[config.mk]
export PLATFORM = sky130hd
export DESIGN_NAME = qrm_div_lane
export DESIGN_NICKNAME = d
export VERILOG_FILES = /design/src/rtl/qrm_pkg.sv /design/src/rtl/qrm_div_lane.sv
export SDC_FILE = /design/constraint.sdc
export NUM_CORES = 2
export LEC_CHECK = 0
export BUFFER_PORTS_ARGS = -buffer_cell sky130_fd_sc_hd__buf_2
export CAP_MARGIN = 5
export CORE_MARGIN = 5
export CORE_UTILIZATION = 45
export CTS_CLUSTER_DIAMETER = 80
export DETAILED_ROUTE_END_ITERATION = 8
export PLACE_DENSITY = 0.62
export SYNTH_ARGS = -nofsm -noshare
export SYNTH_HDL_FRONTEND = slang
export SYNTH_SLANG_ARGS = --single-unit
[constraint.sdc]
create_clock -name clk -period 7 [get_ports clk]
set_input_delay 1.4 -clock clk [delete_from_list [all_inputs] [get_ports clk]]
set_output_delay 1.4 -clock clk [all_outputs]
set_load 0.05 [all_outputs]
[src/rtl/qrm_pkg.sv]
package qrm_pkg;

    localparam int unsigned QUAT_W            = 16;
    localparam int unsigned ELEM_W            = 16;
    localparam int unsigned OUT_FRAC_BITS_DEF = 14;

    // 16x16 signed product
    localparam int unsigned PROD_W = 2 * QUAT_W;
    // signed numerator: 2*(ab - cd) needs two bits over a product
    localparam int unsigned NUM_W  = PROD_W + 2;
    // norm up to 4 * 2^30
    localparam int unsigned NORM_W = PROD_W + 1;

    // width that holds a signed result of +/- 2^frac and the output field
    function automatic int unsigned ext_width(input int unsigned frac);
        return (frac + 2 > ELEM_W) ? frac + 2 : ELEM_W;
    endfunction

endpackage

[src/rtl/qrm_div_lane.sv]
module qrm_div_lane #(
    parameter int unsigned OUT_FRAC_BITS = qrm_pkg::OUT_FRAC_BITS_DEF
) (
    input  logic                                clk,
    input  logic [OUT_FRAC_BITS+2:0]            en,
    input  logic signed [qrm_pkg::NUM_W-1:0]    num,
    input  logic [qrm_pkg::NORM_W-1:0]          norm_pipe [OUT_FRAC_BITS+2],
    output logic [qrm_pkg::ELEM_W-1:0]          elem
);

    localparam int unsigned STEPS = OUT_FRAC_BITS + 1;
    localparam int unsigned MAG_W = qrm_pkg::NORM_W;
    localparam int unsigned DIV_W = MAG_W + OUT_FRAC_BITS + 1;
    localparam int unsigned REM_W = qrm_pkg::NORM_W + 1;
    localparam int unsigned ACC_W = REM_W + STEPS;
    localparam int unsigned RES_W = OUT_FRAC_BITS + 2;
    localparam int unsigned EXT_W = qrm_pkg::ext_width(OUT_FRAC_BITS);
    localparam logic [STEPS-1:0] ONE_Q = STEPS'(1) << OUT_FRAC_BITS;

    // acc = {remainder, dividend bits not yet used / quotient bits}
    logic [ACC_W-1:0] acc_reg  [STEPS+1];
    logic [ACC_W-1:0] acc_next [STEPS+1];
    logic [STEPS:0]   neg_reg;
    logic [STEPS:0]   neg_next;
    logic [qrm_pkg::ELEM_W-1:0] elem_reg;
    logic [qrm_pkg::ELEM_W-1:0] elem_next;

    logic                    neg0;
    logic [MAG_W-1:0]        mag0;
    logic [DIV_W-1:0]        div0;
    logic [STEPS-1:0]        quo;
    logic [STEPS-1:0]        quo_sat;
    logic signed [RES_W-1:0] mag_s;
    logic signed [RES_W-1:0] val;
    logic signed [EXT_W-1:0] val_ext;

    // dividend = |num| * 2^F + norm/2 (round half away from zero)
    always_comb
    begin
        neg0        = num[qrm_pkg::NUM_W-1];
        mag0        = neg0 ? MAG_W'(-num) : MAG_W'(num);
        div0        = (DIV_W'(mag0) << OUT_FRAC_BITS) + DIV_W'(norm_pipe[0] >> 1);
        acc_next[0] = ACC_W'(div0);
        neg_next[0] = neg0;
    end

    // one quotient bit per stage
    for (genvar k = 1; k <= STEPS; k++)
    begin : g_step
        logic [ACC_W-1:0] sh;
        logic [REM_W-1:0] rem;
        logic [REM_W-1:0] dvs;

        always_comb
        begin
            sh          = {acc_reg[k-1][ACC_W-2:0], 1'b0};
            rem         = sh[ACC_W-1:STEPS];
            dvs         = REM_W'(norm_pipe[k]);
            acc_next[k] = sh;
            if (rem >= dvs)
            begin
                acc_next[k] = {rem - dvs, sh[STEPS-1:1], 1'b1};
            end
            neg_next[k] = neg_reg[k-1];
        end
    end

    // saturate, apply sign, fit to field
    always_comb
    begin
        quo       = acc_reg[STEPS][STEPS-1:0];
        quo_sat   = (quo > ONE_Q) ? ONE_Q : quo;
        mag_s     = signed'({1'b0, quo_sat});
        val       = neg_reg[STEPS] ? -mag_s : mag_s;
        val_ext   = EXT_W'(val);
        elem_next = val_ext[qrm_pkg::ELEM_W-1:0];
    end

    for (genvar k = 0; k <= STEPS; k++)
    begin : g_reg
        always_ff @(posedge clk)
        begin
            if (en[k])
            begin
                acc_reg[k] <= acc_next[k];
                neg_reg[k] <= neg_next[k];
            end
        end
    end

    always_ff @(posedge clk)
    begin
        if (en[STEPS+1])
        begin
            elem_reg <= elem_next;
        end
    end

    assign elem = elem_reg;

endmodule

==> qor_table.md <==
| Quantity | Reported |
|:---|:---|
| Per-instance average area after synthesis | 9.91 um^2 |
| Die Wd | 366 um |
| Critical path class | in -> reg |
| First-pass GRT wire length | 249000 um |
| Share of post-route cells with drive strength above 1 | 17.0% |
| Finished Core Util | 51.6% |
| Postcts setup bufs | 0 |
| Largest delay share family, worst path | simple AND/OR/NAND/NOR gates |
| Final cycle utilization of the critical path | 70.3% |
| Worst-margin pin slew | 1.21 ns |
| Routed length per placed instance | 20.4 um |
| First-pass detailed-route iteration total | 6 |
| Hold Path Class | reg -> reg |
| I/O pin total | 596 |
| CTS H-tree depth | 3 |
| Register-to-Register Path Depth | 12 |
| Yosys Warn Count | 0 |
| Critical R2R Launch | acc_reg[0][210]$_DFFE_PP_ |
| Clock root buffer | sky130_fd_sc_hd__clkbuf_16 |
| Dominant register cell in the synthesized netlist | sky130_fd_sc_hd__edfxtp_1 |
| Routed Antenna Nets | 0 |
| Drt total wl | 164000 um |
| Number of buffers between clock root and the deepest sink | 3 |
| Worst Min Path Start | acc_reg[0][303]$_DFFE_PP_ |
| Flip-flop count of the largest register after layout | 735 |
| Highest attainable clock frequency | 0.203 GHz |
| Starting density of the core | 45.4% |
| Congestion Overflow GR | 0 |
| Die span in y | 366 um |
| Worst flop-to-flop path endpoint | acc_reg[0][269]$_DFFE_PP_ |
| Inst Count DP | 7896 |
| Count of state elements after synthesis | 767 |
| Critical path fanouts, max | 8 |
| Last weighted congestion value of the routability-driven placer | 0.943 |
| Total via count in the routed design | 45301 |
| Area Growth Syn to Fin | 13.6% |
| Kind of capture point of the worst setup path | flip-flop |
| Final Skew | 0.0237 ns |
| Count of different cell masters after synthesis | 93 |
| Pin count of the biggest net entering global routing | 69 |
| GR Util All Layers | 23.5% |
| Total buffers and inverters traversed by the critical path | 2 |
| Total DRC errors in the routed layout | 0 |
| Run status | complete, no violations |
| Total leakage power | 0.0285 uW |
| Final sum of negative setup slack | 0 ns |
| Pwr/cell area | 459 mW/mm^2 |
| Buffers on Ports | 594 |
| Max-cap violations | 0 |
| Insertion delay of the later-clocked pin in the worst-skew pair | 0.69 ns |
| Worst Hold Endpoint | acc_reg[0][353]$_DFFE_PP_ |
| Number of buffers inserted for hold repair after clock tree synthesis | 0 |
| Arrival time at the worst endpoint | 5.33 ns |
| Net Count, Synth | 6877 |
| WHS | 0.404 ns |
| Peak per-stage delay on the critical path | 0.64 ns |
| Clock slew at reported path FFs | 0.05 ns |
| Critical Path RT | 7.41 ns |
| Portion of the post-synthesis area used by sequential elements | 40.3% |
| Resize count post-CTS | 0 |
| Number of antenna violations at the first check in global routing | 2 |
| Final period demand of the worst path | 4.92 ns |
| Number of cells on the worst hold path | 0 |
| Headroom to the max-slew limit | 18.8% |
| Critical Path Start Type | input pin |
| Hold Fails Final Rpt | 0 |
| Cell area after placement | 0.0619 mm^2 |
| 1st-iter DRT viols | 3155 |
| Core Box Area | 0.126 mm^2 |
| RSZ-0062 raised after global routing | false |
| Final #Nets | 7449 |
| Number of standard cells in the final layout excluding fillers | 8060 |
| Total die area | 0.134 mm^2 |
| Standard cell with the maximum stage delay on the critical path | sky130_fd_sc_hd__nor4b_1 |
| Vias in the first global route | 43744 |
| Async SR Flop Fraction | 0% |
| Number of standard cells after synthesis | 5767 |
| Post-route cell area | 0.0649 mm^2 |
| TritonCTS clock tree | built |
| Sinks on Clock Net | 767 |
| HPWL after DPL | 132000 um |
| Number of max-slew violations in the final report | 0 |
| Count of flip-flops with a built-in enable after synthesis | 767 |
| Cells traversed along the worst timing path | buf_2 > inv_1 > ha_1 > nor4b_1 > nand2_1 > o31ai_1 > xnor2_1 > ha_1 > and2_1 > a221o_1 > a21o_1 > o21ai_0 > a21oi_1 > and2_1 > nor2b_1 > xnor2_1 |
| Final setup viols | 0 |
| Via-to-Cell Ratio | 5.62 |
| Antenna fix cells | 0 |
| Worst R2R Setup Slack | 2.49 ns |
| # rows | 130 |
| Worst ir drop on vdd | 0.000300 V |
| Total standard cell area after synthesis | 0.0571 mm^2 |
| CP Launch Point | num[1] |
| Number of CTS-inserted buffers | 91 |
## cell families after synthesis
| family | Yosys count | share of synthesized area, % |
|---|---|---|
| compound gates | 1566 | 17.7 |
| xor+xnor | 460 | 7.05 |
| fa+ha+maj | 530 | 11.8 |
| buf+inv | 765 | 5.15 |
| flops | 767 | 40.3 |
| mux | 321 | 6.37 |
| simple gates | 1358 | 11.6 |
## cells in the mapped netlist (17+ instances only)
cell type,number,share of area [%]
sky130_fd_sc_hd__a211o_1,21,0.32
sky130_fd_sc_hd__a211oi_1,70,0.92
sky130_fd_sc_hd__a21boi_0,26,0.34
sky130_fd_sc_hd__a21o_1,248,3.3
sky130_fd_sc_hd__a21oi_1,448,3.9
sky130_fd_sc_hd__a221oi_1,17,0.26
sky130_fd_sc_hd__a31oi_1,55,0.60
sky130_fd_sc_hd__and2_1,28,0.31
sky130_fd_sc_hd__and3_1,48,0.53
sky130_fd_sc_hd__and4_1,23,0.35
sky130_fd_sc_hd__buf_2,28,0.25
sky130_fd_sc_hd__clkbuf_1,106,0.70
sky130_fd_sc_hd__edfxtp_1,767,40
sky130_fd_sc_hd__ha_1,515,11
sky130_fd_sc_hd__inv_1,622,4.1
sky130_fd_sc_hd__mux2_2,256,5.0
sky130_fd_sc_hd__mux2_4,17,0.45
sky130_fd_sc_hd__mux2i_1,32,0.56
sky130_fd_sc_hd__nand2_1,398,2.6
sky130_fd_sc_hd__nand2b_1,78,0.85
sky130_fd_sc_hd__nand3_1,94,0.82
sky130_fd_sc_hd__nand4_1,86,0.94
sky130_fd_sc_hd__nor2_1,317,2.1
sky130_fd_sc_hd__nor2b_1,59,0.65
sky130_fd_sc_hd__nor3_1,80,0.70
sky130_fd_sc_hd__nor4_1,21,0.23
sky130_fd_sc_hd__o211ai_1,38,0.50
sky130_fd_sc_hd__o21a_1,58,0.76
sky130_fd_sc_hd__o21ai_0,308,2.7
sky130_fd_sc_hd__o21bai_1,55,0.72
sky130_fd_sc_hd__o31ai_1,63,0.83
sky130_fd_sc_hd__o41ai_1,20,0.31
sky130_fd_sc_hd__or2_2,29,0.32
sky130_fd_sc_hd__or3_1,34,0.37
sky130_fd_sc_hd__xnor2_1,265,4.1
sky130_fd_sc_hd__xor2_1,195,3.0
## report_power, final
part	switching [uW]	total, uW	internal [uW]
logic	8950	16300	7310
registers	1100	8690	7590
clock network	1980	4830	2840
## worst reg2reg max path, cell delays in order (launching register included)
cell and delay, ns:
sky130_fd_sc_hd__edfxtp_1 0.51, sky130_fd_sc_hd__inv_1 0.12, sky130_fd_sc_hd__ha_1 0.22, sky130_fd_sc_hd__fa_1 0.41, sky130_fd_sc_hd__nand2b_1 0.18, sky130_fd_sc_hd__a21oi_1 0.16, sky130_fd_sc_hd__o21a_1 0.19, sky130_fd_sc_hd__o31ai_1 0.14
sky130_fd_sc_hd__a21boi_0 0.38, sky130_fd_sc_hd__nor3b_1 0.16, sky130_fd_sc_hd__or2_2 0.37, sky130_fd_sc_hd__o21ai_4 0.95, sky130_fd_sc_hd__mux2_2 0.47
## per-stage QoR
step | total power, uW | setup slack [ns]
detailed placement | 24900 | 1.51
global route | 31900 | 1.81
finish | 29800 | 2.08
floorplan | 20600 | 2.17
global placement | 24700 | 1.57
CTS | 29900 | 2.23
## cells in the final DEF, fill, tap and decap left out, types with 59 or more instances in the layout
cell type and n:
sky130_fd_sc_hd__edfxtp_1 767, sky130_fd_sc_hd__inv_1 622, sky130_fd_sc_hd__buf_2 594, sky130_fd_sc_hd__ha_1 515, sky130_fd_sc_hd__a21oi_1 446, sky130_fd_sc_hd__nand2_1 398, sky130_fd_sc_hd__nor2_1 316, sky130_fd_sc_hd__o21ai_0 308
sky130_fd_sc_hd__xnor2_1 265, sky130_fd_sc_hd__mux2_2 256, sky130_fd_sc_hd__a21o_1 248, sky130_fd_sc_hd__xor2_1 195, sky130_fd_sc_hd__nand3_1 94, sky130_fd_sc_hd__clkbuf_16 91, sky130_fd_sc_hd__nand4_1 86, sky130_fd_sc_hd__nor3_1 80
sky130_fd_sc_hd__nand2b_1 78, sky130_fd_sc_hd__a211oi_1 70, sky130_fd_sc_hd__o31ai_1 63, sky130_fd_sc_hd__nor2b_1 59
## worst max path at each step
stage                                end  slack (ns)  cells past startpoint
2_1_floorplan   acc_reg[0][36]$_DFFE_PP_        2.17                     15
3_3_place_gp   acc_reg[1][191]$_DFFE_PP_        1.57                     13
3_5_place_dp    acc_reg[0][41]$_DFFE_PP_        1.51                     16
4_1_cts         acc_reg[0][41]$_DFFE_PP_        2.23                     16
5_1_grt         acc_reg[0][44]$_DFFE_PP_        1.81                     15
6_report        acc_reg[0][41]$_DFFE_PP_        2.08                     16
## final cells by class
type	instances	area [um^2]
Sequential cell	767	23000
Inverter	623	2340
Multi-Input combinational cell	4235	31200
Clock buffer	104	2330
Timing Repair Buffer	621	3180
Clock inverter	60	712
Tap cell	1650	2060
Fill cell	11609	61000
## layer usage
| layer | up-vias | track usage, % | share of wire (%) | routed length (um) |
|---|---|---|---|---|
| li1 | 22319 | - | - | - |
| met1 | 21504 | 31.3 | 44 | 71900 |
| met2 | 1261 | 39.9 | 48 | 78500 |
| met3 | 217 | 3.27 | 5.3 | 8720 |
| met4 | 0 | 7.12 | 3.2 | 5300 |
| met5 | - | 0 | 0 | 0 |
Note: power is estimated with default switching activity, not from simulation.
